## config.mk

```make
export PLATFORM = sky130hd
export DESIGN_NAME = i2c_eeprom_transaction_sequencer
export DESIGN_NICKNAME = d
export VERILOG_FILES = /design/src/design/i2cseq_pkg.sv /design/src/design/i2cseq_wbuf.sv /design/src/design/i2cseq_fsm.sv /design/src/design/i2c_eeprom_transaction_sequencer.sv
export SDC_FILE = /design/constraint.sdc
export NUM_CORES = 1
export LEC_CHECK = 0
export BUFFER_PORTS_ARGS = -buffer_cell sky130_fd_sc_hd__buf_2
export CORE_ASPECT_RATIO = 0.8
export CORE_MARGIN = 5
export CORE_UTILIZATION = 45
export DETAILED_ROUTE_END_ITERATION = 12
export PLACE_DENSITY = 0.62
export SETUP_SLACK_MARGIN = 0.15
export SYNTH_ARGS = -nofsm -noshare
export SYNTH_HDL_FRONTEND = slang
export SYNTH_SLANG_ARGS = --single-unit
```

## constraint.sdc

```tcl
create_clock -name clk -period 3.8 [get_ports clk]
set_clock_uncertainty 0.1 [all_clocks]
set_input_delay 0.19 -clock clk [delete_from_list [all_inputs] [get_ports clk]]
set_output_delay 0.19 -clock clk [all_outputs]
set_load 0.02 [all_outputs]
```

## src/design/i2cseq_pkg.sv

```systemverilog
// shared types, codes and defaults for the i2c eeprom transaction sequencer
// no dependencies
package i2cseq_pkg;

    localparam int PAGE_BYTES_DEF = 64;
    localparam int PAGE_COUNT_DEF = 512;

    localparam int BUF_DEPTH = 64;
    localparam int BUF_AW    = 6;
    localparam int ADDR_W    = 15;
    localparam int RUN_W     = 7;

    localparam logic [6:0] DEV_ADDR_RESET = 7'h50;

    localparam logic [1:0] FUNC_LOAD  = 2'd0;
    localparam logic [1:0] FUNC_REQ   = 2'd1;
    localparam logic [1:0] FUNC_EVENT = 2'd2;

    localparam logic [2:0] CMD_NONE    = 3'd0;
    localparam logic [2:0] CMD_START   = 3'd1;
    localparam logic [2:0] CMD_TX      = 3'd2;
    localparam logic [2:0] CMD_RESTART = 3'd3;
    localparam logic [2:0] CMD_RX      = 3'd4;
    localparam logic [2:0] CMD_ACK     = 3'd5;
    localparam logic [2:0] CMD_NACK    = 3'd6;
    localparam logic [2:0] CMD_STOP    = 3'd7;

    localparam logic [1:0] STAT_NONE   = 2'd0;
    localparam logic [1:0] STAT_OK     = 2'd1;
    localparam logic [1:0] STAT_REJECT = 2'd2;

    typedef struct packed {
        logic [1:0] func;
        logic       read_mode;
        logic [8:0] page_number;
        logic [5:0] page_offset;
        logic [6:0] byte_count;
        logic [5:0] buffer_slot;
        logic [7:0] buffer_byte;
        logic       nack_seen;
        logic [7:0] received_byte;
    } item_t;

    typedef struct packed {
        logic [2:0] bus_command;
        logic [7:0] transmit_byte;
        logic       read_valid;
        logic [5:0] read_position;
        logic [7:0] read_byte;
        logic [1:0] request_status;
        logic       busy_flag;
        logic       error_flag;
    } result_t;

endpackage

```

## src/design/i2cseq_wbuf.sv

```systemverilog
// 64-byte write buffer memory, one write and one registered read per cycle
// read forwards a same-cycle write; uses i2cseq_pkg
module i2cseq_wbuf (
    input  logic                          clk,
    input  logic                          wr_en,
    input  logic [i2cseq_pkg::BUF_AW-1:0] wr_addr,
    input  logic [7:0]                    wr_data,
    input  logic [i2cseq_pkg::BUF_AW-1:0] rd_addr,
    output logic [7:0]                    rd_data
);

    logic [7:0] mem [i2cseq_pkg::BUF_DEPTH];
    logic [7:0] rd_data_reg;

    always_ff @(posedge clk)
    begin
        if (wr_en)
        begin
            mem[wr_addr] <= wr_data;
        end
        if (wr_en && (wr_addr == rd_addr))
        begin
            rd_data_reg <= wr_data;
        end
        else
        begin
            rd_data_reg <= mem[rd_addr];
        end
    end

    assign rd_data = rd_data_reg;

endmodule

```

## src/design/i2cseq_fsm.sv

```systemverilog
// transaction state and the per-beat next-state and result logic
// uses i2cseq_pkg; buffer data comes from i2cseq_wbuf
module i2cseq_fsm #(
    parameter int PAGE_BYTES = i2cseq_pkg::PAGE_BYTES_DEF,
    parameter int PAGE_COUNT = i2cseq_pkg::PAGE_COUNT_DEF
) (
    input  logic                          clk,
    input  logic                          rst_n,
    input  logic                          cfg_wr_en,
    input  logic [6:0]                    cfg_wr_data,
    input  logic                          go,
    input  i2cseq_pkg::item_t             item,
    input  logic [7:0]                    buf_data,
    output logic [i2cseq_pkg::BUF_AW-1:0] buf_raddr,
    output i2cseq_pkg::result_t           res
);

    localparam logic [3:0] PH_IDLE    = 4'd0;
    localparam logic [3:0] PH_DEVW    = 4'd1;
    localparam logic [3:0] PH_ADRH    = 4'd2;
    localparam logic [3:0] PH_ADRL    = 4'd3;
    localparam logic [3:0] PH_WDATA   = 4'd4;
    localparam logic [3:0] PH_RESTART = 4'd5;
    localparam logic [3:0] PH_DEVR    = 4'd6;
    localparam logic [3:0] PH_RDATA   = 4'd7;
    localparam logic [3:0] PH_ACKED   = 4'd8;
    localparam logic [3:0] PH_NACKED  = 4'd9;
    localparam logic [3:0] PH_STOP    = 4'd10;

    localparam int PB_W   = $clog2(PAGE_BYTES + 1);
    localparam int PROD_W = 9 + PB_W + 1;
    localparam int PC_W   = $clog2(PAGE_COUNT + 1) + 1;
    localparam int SPAN_W = (PB_W > 8 ? PB_W : 8) + 1;

    logic [6:0]                      dev_reg;
    logic [3:0]                      phase_reg, phase_next;
    logic [i2cseq_pkg::ADDR_W-1:0]   addr_reg, addr_next;
    logic                            dir_reg, dir_next;
    logic [i2cseq_pkg::RUN_W-1:0]    len_reg, len_next;
    logic [i2cseq_pkg::RUN_W-1:0]    idx_reg, idx_next;
    logic                            busy_reg, busy_next;
    logic                            err_reg, err_next;

    logic [PROD_W-1:0]               start_addr;
    logic [SPAN_W-1:0]               span;
    logic                            req_ok;
    logic [i2cseq_pkg::RUN_W-1:0]    idx_inc;

    assign start_addr = PROD_W'(item.page_number) * PROD_W'(PAGE_BYTES)
                      + PROD_W'(item.page_offset);
    assign span       = SPAN_W'(item.page_offset) + SPAN_W'(item.byte_count);
    assign req_ok     = !busy_reg && (item.byte_count != 7'd0)
                      && (PC_W'(item.page_number) < PC_W'(PAGE_COUNT))
                      && (span <= SPAN_W'(PAGE_BYTES));
    assign idx_inc    = idx_reg + 7'd1;

    always_comb
    begin
        phase_next = phase_reg;
        addr_next  = addr_reg;
        dir_next   = dir_reg;
        len_next   = len_reg;
        idx_next   = idx_reg;
        busy_next  = busy_reg;
        err_next   = err_reg;
        res        = '0;
        if (go)
        begin
            unique case (item.func)
                i2cseq_pkg::FUNC_LOAD:
                begin
                end
                i2cseq_pkg::FUNC_REQ:
                begin
                    if (req_ok)
                    begin
                        res.request_status = i2cseq_pkg::STAT_OK;
                        addr_next  = start_addr[i2cseq_pkg::ADDR_W-1:0];
                        dir_next   = item.read_mode;
                        len_next   = item.byte_count;
                        idx_next   = '0;
                        busy_next  = 1'b1;
                        phase_next = PH_IDLE;
                        res.bus_command = i2cseq_pkg::CMD_START;
                    end
                    else
                    begin
                        res.request_status = i2cseq_pkg::STAT_REJECT;
                    end
                end
                i2cseq_pkg::FUNC_EVENT:
                begin
                    if (busy_reg)
                    begin
                        unique case (phase_reg)
                            PH_IDLE:
                            begin
                                res.bus_command   = i2cseq_pkg::CMD_TX;
                                res.transmit_byte = {dev_reg, 1'b0};
                                phase_next        = PH_DEVW;
                            end
                            PH_DEVW, PH_ADRH, PH_ADRL, PH_WDATA, PH_DEVR:
                            begin
                                if (item.nack_seen)
                                begin
                                    err_next        = 1'b1;
                                    res.bus_command = i2cseq_pkg::CMD_STOP;
                                    phase_next      = PH_STOP;
                                end
                                else if (phase_reg == PH_DEVW)
                                begin
                                    err_next          = 1'b0;
                                    res.bus_command   = i2cseq_pkg::CMD_TX;
                                    res.transmit_byte = {1'b0, addr_reg[14:8]};
                                    phase_next        = PH_ADRH;
                                end
                                else if (phase_reg == PH_ADRH)
                                begin
                                    res.bus_command   = i2cseq_pkg::CMD_TX;
                                    res.transmit_byte = addr_reg[7:0];
                                    phase_next        = PH_ADRL;
                                end
                                else if (phase_reg == PH_DEVR)
                                begin
                                    res.bus_command = i2cseq_pkg::CMD_RX;
                                    phase_next      = PH_RDATA;
                                end
                                else if (phase_reg == PH_ADRL && dir_reg)
                                begin
                                    res.bus_command = i2cseq_pkg::CMD_RESTART;
                                    phase_next      = PH_RESTART;
                                end
                                else if (phase_reg == PH_ADRL || idx_reg < len_reg)
                                begin
                                    res.bus_command   = i2cseq_pkg::CMD_TX;
                                    res.transmit_byte = buf_data;
                                    idx_next          = idx_inc;
                                    phase_next        = PH_WDATA;
                                end
                                else
                                begin
                                    res.bus_command = i2cseq_pkg::CMD_STOP;
                                    phase_next      = PH_STOP;
                                end
                            end
                            PH_RESTART:
                            begin
                                res.bus_command   = i2cseq_pkg::CMD_TX;
                                res.transmit_byte = {dev_reg, 1'b1};
                                phase_next        = PH_DEVR;
                            end
                            PH_RDATA:
                            begin
                                res.read_valid    = 1'b1;
                                res.read_position = idx_reg[5:0];
                                res.read_byte     = item.received_byte;
                                idx_next          = idx_inc;
                                if (idx_inc < len_reg)
                                begin
                                    res.bus_command = i2cseq_pkg::CMD_ACK;
                                    phase_next      = PH_ACKED;
                                end
                                else
                                begin
                                    res.bus_command = i2cseq_pkg::CMD_NACK;
                                    phase_next      = PH_NACKED;
                                end
                            end
                            PH_ACKED:
                            begin
                                res.bus_command = i2cseq_pkg::CMD_RX;
                                phase_next      = PH_RDATA;
                            end
                            PH_NACKED:
                            begin
                                res.bus_command = i2cseq_pkg::CMD_STOP;
                                phase_next      = PH_STOP;
                            end
                            PH_STOP:
                            begin
                                phase_next = PH_IDLE;
                                busy_next  = 1'b0;
                            end
                            default:
                            begin
                                err_next   = 1'b1;
                                busy_next  = 1'b0;
                                phase_next = PH_IDLE;
                            end
                        endcase
                    end
                end
                default:
                begin
                end
            endcase
        end
        res.busy_flag  = busy_next;
        res.error_flag = err_next;
    end

    // prefetch the slot that the next beat may send
    assign buf_raddr = idx_next[i2cseq_pkg::BUF_AW-1:0];

    always_ff @(posedge clk or negedge rst_n)
    begin
        if (!rst_n)
        begin
            dev_reg   <= i2cseq_pkg::DEV_ADDR_RESET;
            phase_reg <= PH_IDLE;
            addr_reg  <= '0;
            dir_reg   <= 1'b0;
            len_reg   <= '0;
            idx_reg   <= '0;
            busy_reg  <= 1'b0;
            err_reg   <= 1'b0;
        end
        else
        begin
            if (cfg_wr_en)
            begin
                dev_reg <= cfg_wr_data;
            end
            phase_reg <= phase_next;
            addr_reg  <= addr_next;
            dir_reg   <= dir_next;
            len_reg   <= len_next;
            idx_reg   <= idx_next;
            busy_reg  <= busy_next;
            err_reg   <= err_next;
        end
    end

endmodule

```

## src/design/i2c_eeprom_transaction_sequencer.sv

```systemverilog
// Page-bounded EEPROM read/write sequencer for an I2C master. Every beat on the
// input channel yields exactly one result beat, and a new beat is taken every
// cycle while the output is not stalled: an input register feeds one pass of
// next-state logic that writes the result register. The 64-byte write buffer
// is a memory with a registered read port that prefetches the slot the next
// transmit will need, forwarding a load to the same slot.
// depends on i2cseq_pkg, i2cseq_wbuf and i2cseq_fsm
module i2c_eeprom_transaction_sequencer #(
    parameter int PAGE_BYTES = i2cseq_pkg::PAGE_BYTES_DEF,
    parameter int PAGE_COUNT = i2cseq_pkg::PAGE_COUNT_DEF
) (
    input  logic       clk,
    input  logic       rst_n,
    input  logic       cfg_wr_en,
    input  logic [6:0] cfg_wr_data,
    input  logic       in_valid,
    output logic       in_stall,
    input  logic [1:0] func,
    input  logic       read_mode,
    input  logic [8:0] page_number,
    input  logic [5:0] page_offset,
    input  logic [6:0] byte_count,
    input  logic [5:0] buffer_slot,
    input  logic [7:0] buffer_byte,
    input  logic       nack_seen,
    input  logic [7:0] received_byte,
    output logic       out_valid,
    input  logic       out_stall,
    output logic [2:0] bus_command,
    output logic [7:0] transmit_byte,
    output logic       read_valid,
    output logic [5:0] read_position,
    output logic [7:0] read_byte,
    output logic [1:0] request_status,
    output logic       busy_flag,
    output logic       error_flag
);

    i2cseq_pkg::item_t               item_reg;
    logic                            in_full_reg;
    i2cseq_pkg::result_t             res_reg;
    i2cseq_pkg::result_t             res;
    logic                            out_full_reg;
    logic                            adv;
    logic                            accept;
    logic [7:0]                      buf_data;
    logic [i2cseq_pkg::BUF_AW-1:0]   buf_raddr;

    assign adv      = in_full_reg && (!out_full_reg || !out_stall);
    assign in_stall = in_full_reg && !adv;
    assign accept   = in_valid && !in_stall;

    always_ff @(posedge clk or negedge rst_n)
    begin
        if (!rst_n)
        begin
            in_full_reg  <= 1'b0;
            out_full_reg <= 1'b0;
        end
        else
        begin
            if (accept)
            begin
                in_full_reg <= 1'b1;
            end
            else if (adv)
            begin
                in_full_reg <= 1'b0;
            end
            if (adv)
            begin
                out_full_reg <= 1'b1;
            end
            else if (!out_stall)
            begin
                out_full_reg <= 1'b0;
            end
        end
    end

    always_ff @(posedge clk)
    begin
        if (accept)
        begin
            item_reg.func          <= func;
            item_reg.read_mode     <= read_mode;
            item_reg.page_number   <= page_number;
            item_reg.page_offset   <= page_offset;
            item_reg.byte_count    <= byte_count;
            item_reg.buffer_slot   <= buffer_slot;
            item_reg.buffer_byte   <= buffer_byte;
            item_reg.nack_seen     <= nack_seen;
            item_reg.received_byte <= received_byte;
        end
        if (adv)
        begin
            res_reg <= res;
        end
    end

    i2cseq_wbuf u_wbuf (
        .clk     (clk),
        .wr_en   (adv && (item_reg.func == i2cseq_pkg::FUNC_LOAD)),
        .wr_addr (item_reg.buffer_slot),
        .wr_data (item_reg.buffer_byte),
        .rd_addr (buf_raddr),
        .rd_data (buf_data)
    );

    i2cseq_fsm #(
        .PAGE_BYTES (PAGE_BYTES),
        .PAGE_COUNT (PAGE_COUNT)
    ) u_fsm (
        .clk         (clk),
        .rst_n       (rst_n),
        .cfg_wr_en   (cfg_wr_en),
        .cfg_wr_data (cfg_wr_data),
        .go          (adv),
        .item        (item_reg),
        .buf_data    (buf_data),
        .buf_raddr   (buf_raddr),
        .res         (res)
    );

    assign out_valid      = out_full_reg;
    assign bus_command    = res_reg.bus_command;
    assign transmit_byte  = res_reg.transmit_byte;
    assign read_valid     = res_reg.read_valid;
    assign read_position  = res_reg.read_position;
    assign read_byte      = res_reg.read_byte;
    assign request_status = res_reg.request_status;
    assign busy_flag      = res_reg.busy_flag;
    assign error_flag     = res_reg.error_flag;

endmodule

```

Yosys cells after proc, flatten, opt, wreduce, memory -nomap -nowiden
Memory sizes are Yosys's and may differ from the RTL's. A register that Yosys moved wholly into a read port is not among the register bits.
Index checks and enable logic that the tools add are counted.
- equality and inequality tests: 22
- add/sub/neg operators: 3
- $lt $le $gt $ge: 3
- reduce and logical (&&, ||, !) cells: 28
- muxes and demuxes: 57
- operators with widths (cell ; count):
    7-bit two-way mux ; 8
    4-bit two-way mux ; 8
    8-bit two-way mux ; 4
    7-bit one-hot mux with 2 select lines ; 2
    26-bit two-way mux ; 1
    4-bit one-hot mux with 6 select lines ; 1
    8-bit one-hot mux with 3 select lines ; 1
    11-bit two-way mux ; 2
    3-bit != test (second input constant) ; 6
    1-bit two-way mux ; 17
    4-bit by 3-bit equality test with 1-bit output (second input constant) ; 4
    15-bit by 6-bit adder with 15-bit output ; 1
    15-bit two-way mux ; 1
    3-bit one-hot mux with 5 select lines ; 1
    7-bit < comparator ; 2
    4-bit equality test (second input constant) ; 3
    3-bit two-way mux ; 4
    11-bit AND reduction ; 1
    10-bit OR reduction ; 1
    9-bit by 7-bit less-or-equal comparator with 1-bit output (second input constant) ; 1
    6-bit by 7-bit adder with 8-bit output ; 1
    4-bit by 2-bit equality test with 1-bit output (second input constant) ; 2
    4-bit one-hot mux with 2 select lines ; 1
    7-bit by 1-bit adder with 7-bit output (second input constant) ; 1
    22 further kinds ; 39
- RAM bits: 512
- memories: 1
- bits of input ports: 60
- word-level logic and storage cells: 142
- flip-flop bits (word level): 123
- output and inout port bits: 32
- memory list (memory ; depth ; bits a word ; rd ports ; clocked after memory_dff ; write ports ; RTL line ; text):
    u_wbuf.mem ; 64 ; 8 ; 1 ; 1 ; 1 ; i2cseq_wbuf.sv:12 ; logic [7:0] mem [i2cseq_pkg::BUF_DEPTH];

Longest topological paths before layout
- depth after elaboration: 12
- mapped depth: 11
- depth with buffers taken out: 11

Hierarchy
From an unflattened synthesis, not the netlist that was laid out.
- cell total of the unflattened synthesis: 1451
- area total of the unflattened synthesis: 25941.1 µm²
- modules (own cells, without submodules) (module ; instances ; cells an instance ; sequential area each (µm²) ; area each (µm²)):
    i2cseq_wbuf ; 1 ; 970 ; 15494.9 ; 20150.6
    i2cseq_fsm ; 1 ; 392 ; 1078.5 ; 3342.0
    i2c_eeprom_transaction_sequencer ; 1 ; 89 ; 2392.3 ; 2448.6

Worst setup path after synthesis
Ideal clock, no wire load.
- path kind: reg-to-reg
- from: register out_full_reg, in the netlist out_valid
- to: register u_fsm.phase_reg[2]
- stages on the path, launching flop included: 6
- period minus slack after synthesis: 3664 ps
- buffers on the path: 0
- setup time: 128 ps
- data required time: 3572 ps
- slack: 136 ps
- data arrival time: 3437 ps
- cells stage by stage: dfrtp_1 -> a21boi_1 -> nand2_1 -> a311oi_2 -> a21boi_4 -> mux2_1
- word-level cells in the longest chain between the ends: 4
- ends and longest elaborated chain (element ; RTL line ; text):
    start: declaration ; i2c_eeprom_transaction_sequencer.sv:43 ; logic out_full_reg;
    start signal: assignment ; i2c_eeprom_transaction_sequencer.sv:58 ; out_full_reg <= 1'b0;
    start signal: assignment ; i2c_eeprom_transaction_sequencer.sv:72 ; out_full_reg <= 1'b1;
    start signal: assignment ; i2c_eeprom_transaction_sequencer.sv:76 ; out_full_reg <= 1'b0;
    1-bit logical NOT ; i2c_eeprom_transaction_sequencer.sv:49 ; assign adv = in_full_reg && (!out_full_reg || !out_stall);
    1-bit logical OR ; i2c_eeprom_transaction_sequencer.sv:49 ;
    1-bit logical AND ; i2c_eeprom_transaction_sequencer.sv:49 ;
    via adv ; i2c_eeprom_transaction_sequencer.sv:44 ; logic adv;
    4-bit AND reduction (no line) ; n/a ;
    end signal: assignment ; i2cseq_fsm.sv:224 ; phase_reg <= phase_next;
    end: declaration ; i2cseq_fsm.sv:36 ; logic [3:0] phase_reg, phase_next;
The timed path passes the listed nets, and every way through them passes these cells.
A chain may end at the register's enable or synchronous reset.

Worst setup path after layout
- from: register item_reg[23] (netlist bit)
- to: register u_fsm.phase_reg[2]
- word-level cells in the longest chain between the ends: 5
- elaborated cells on any way between the ends: 7
- those cells by class: 1 x add/sub; 1 x order compare; 1 x eq/ne; 4 x reduce/logical
- ends and longest elaborated chain (element ; RTL line ; text):
    start: declaration ; i2c_eeprom_transaction_sequencer.sv:39 ; i2cseq_pkg::item_t item_reg;
    6-bit by 7-bit adder with 8-bit output or 7-bit nonzero test (tied branches) ; i2cseq_fsm.sv:51, i2cseq_fsm.sv:52 ;
    9-bit by 7-bit less-or-equal comparator with 1-bit output or 1-bit logical AND (tied branches) ; i2cseq_fsm.sv:54, i2cseq_fsm.sv:52 ;
    1-bit logical AND * ; i2cseq_fsm.sv:54 ; && (span <= SPAN_W'(PAGE_BYTES));
    2-bit by 1-bit != test with 1-bit output (no line) * ; n/a ;
    4-bit AND reduction (no line) * ; n/a ;
Mark *: on every way between the ends. The rest lies on a longest branch, timed or not.

==> summary.txt <==
status: finished clean
# placed instances: 2,424
Slowest-stage cell, CP: a311oi_2
most area-consuming cells after synthesis: edfxtp_1 (68%), mux2i_1 (6.9%), dfrtp_1 (4.1%)
antenna violations before repair: 2
Reg area: 0.0190 mm2
Routed wire per std cell: 24.5 um
Seq/Total Area, Yosys: 0.727
area fraction of the dominant cell type after synthesis: 0.679
Mean Syn Cell Area: 16.8 um2
total power: 15.1 mW
Post-Layout Cell Count: 2,602
vias in the first global route: 14,800
floorplan core area: 0.0578 mm2
Mapped Nets: 1,637
critical path's largest stage delay: 680 ps
Initial Util: 0.451
# fillers: 4,638
initial DRC count: 1,645
Clock H-tree levels: 2
number of synthesized flops with an enable pin: 590
count of different cell masters after synthesis: 78
number of buffers created by CTS: 60
Final Critical Period: 3360 ps
Core Util, Final: 0.529
endpoints failing setup: 0
largest net degree at the start of global routing: 65
worst relative slew slack: 0.145
CP arrival: 3760 ps
Pre-Repair DR Iteration Count: 6
Die Span X: 279 um
Synth area leader: edfxtp_1
area occupied by multi-input gates: 0.00664 mm2
Async SR Flop Fraction: 0.0702
cts repair resizes: 0
synth warn: 0
VDD IR max: 0.000416 V
clk slew on worst S/H paths: 60 ps
Placer Congestion: 0.887
Pwr Density: 495 mW/mm2
area grow syn2layout: 17.3%
CP endpoint kind: flop
Syn Inst Count: 1,554
CP bufs+invs: 1
setup TNS: 0 ps
Congestion Overflow GR: 0
All-Layer GR Usage: 0.200
mapped cell area: 0.0261 mm2
Synth Flop Type: edfxtp_1
root buf cell: clkbuf_16
Detail Route Antenna Nets: 0
vias per cell: 5.68
Sink Count: 641
Worst setup SP type: flop
Slew Limit Fails: 0
P_leak: 10.0 nW
first-pass GRT wire length: 95.0 mm
Ant. Diodes: 0
max reg flops: 512
Bufs on Longest Clock Path: 3
fmax: 297 MHz
critical path class: flop to flop
Worst-Skew Late Latency: 620 ps
Max Cap Viol: 0
die area: 0.0629 mm2
Post-layout nets: 1,866
CTS tree: yes
final hold violation count: 0
Die Height: 225 um
Buffers on Ports: 91
CP startpoint: item_reg[23]
CP required: 4190 ps
# rows: 79
fin crit share: 0.885
layout cells sized above 1: 0.202
Cell Chain, Critical Path: ha_1 -> inv_1 -> fa_1 -> and2b_1 -> o21ai_1 -> mux2i_1 -> nand3_1 -> a311oi_2 -> a21boi_4 -> mux2_1
number of remaining DRC errors: 0
Final HPWL DP: 40.7 mm
most common cell after layout, fill and taps aside: edfxtp_1
RSZ-0062 raised after global routing: no
launch point of the worst reg-to-reg path: item_reg[23]
worst hold path class: input port to flop
hold path start: buffer_byte[7]
delay-heaviest family, CP: compound AO/OA/AOI/OAI gates
most frequent cells in the layout: edfxtp_1 (590), mux2i_1 (180), nor2_1 (98)
postcts setup bufs: 0
actual slew at the worst max-slew pin: 1280 ps
CP Max Fanout: 6
synthesized flop and latch total: 641
hold bufs inserted after CTS: 66
drt total wl: 63.7 mm
IO Count: 92
routed vias: 14,800
==> power breakdown <==
part	switching [mW]	internal (mW)
clock network	2.58	3.52
logic	0.566	0.354
registers	0.177	7.94
total	3.33	11.8
==> worst paths after layout <==
kind | to | slack [ps] | depth (start not counted)
worst max register to register | u_fsm.phase_reg[2] | 440 | 10
min in group asynchronous | u_fsm.addr_reg[3] | 250 | 2
max in group asynchronous | u_fsm.phase_reg[3] | 2650 | 2
worst min-delay path | item_reg[16] | 180 | 2
worst min register to register | u_fsm.addr_reg[9] | 370 | 1
worst max-delay path | u_fsm.phase_reg[2] | 440 | 10
==> final cells by class <==
type                       instances  area share
clock buffer                      77      0.0524
clock inverter                    35      0.0128
inverter                          24     0.00294
multi-input combinational        806       0.217
sequential                       641       0.620
tap                              769      0.0314
timing repair buffer             250      0.0638
==> routing by layer <==
layer	track usage	part of all wire	vias up
met1	0.296	0.44	7552
met2	0.302	0.46	525
li1	-	-	6605
met5	0	0	-
met3	0.0470	0.079	89
met4	0.0529	0.024	0
==> metrics by stage <==
stage          cell area, um2  worst slack (ps)  hold WS, ps
2_1_floorplan           26100               750         -206
5_1_grt                 30600               307          168
4_1_cts                 30600               485          141
3_3_place_gp            28000               635          267
3_5_place_dp            28000               583          268
6_report                30600               436          179
==> cell families after synthesis <==
| logic type | Yosys count | synth area share |
|---|---|---|
| buffers and inverters | 107 | 0.0199 |
| flip-flops | 641 | 0.727 |
| adder cells (fa/ha/maj) | 23 | 0.0113 |
| AO/OA/AOI/OAI | 217 | 0.0604 |
| multiplexers | 259 | 0.124 |
| AND/OR/NAND/NOR | 299 | 0.0550 |
| XOR/XNOR | 8 | 0.00269 |
==> synthesized netlist by cell type, drive strengths merged, types with 7 or more instances <==
library cell,count
mux4,47
xnor2,7
dfrtp,43
o21ai,20
mux2i,181
a21oi,40
nand2,55
inv,22
and3,18
edfxtp,590
a311oi,7
mux2,31
a22oi,66
nand3b,7
nor3,11
o31ai,8
buf,48
clkbuf,35
nor2b,15
nand3,57
ha,22
o211ai,7
a211oi,20
nand4,12
nor2,100
Power figures use the tool's default switching activity.
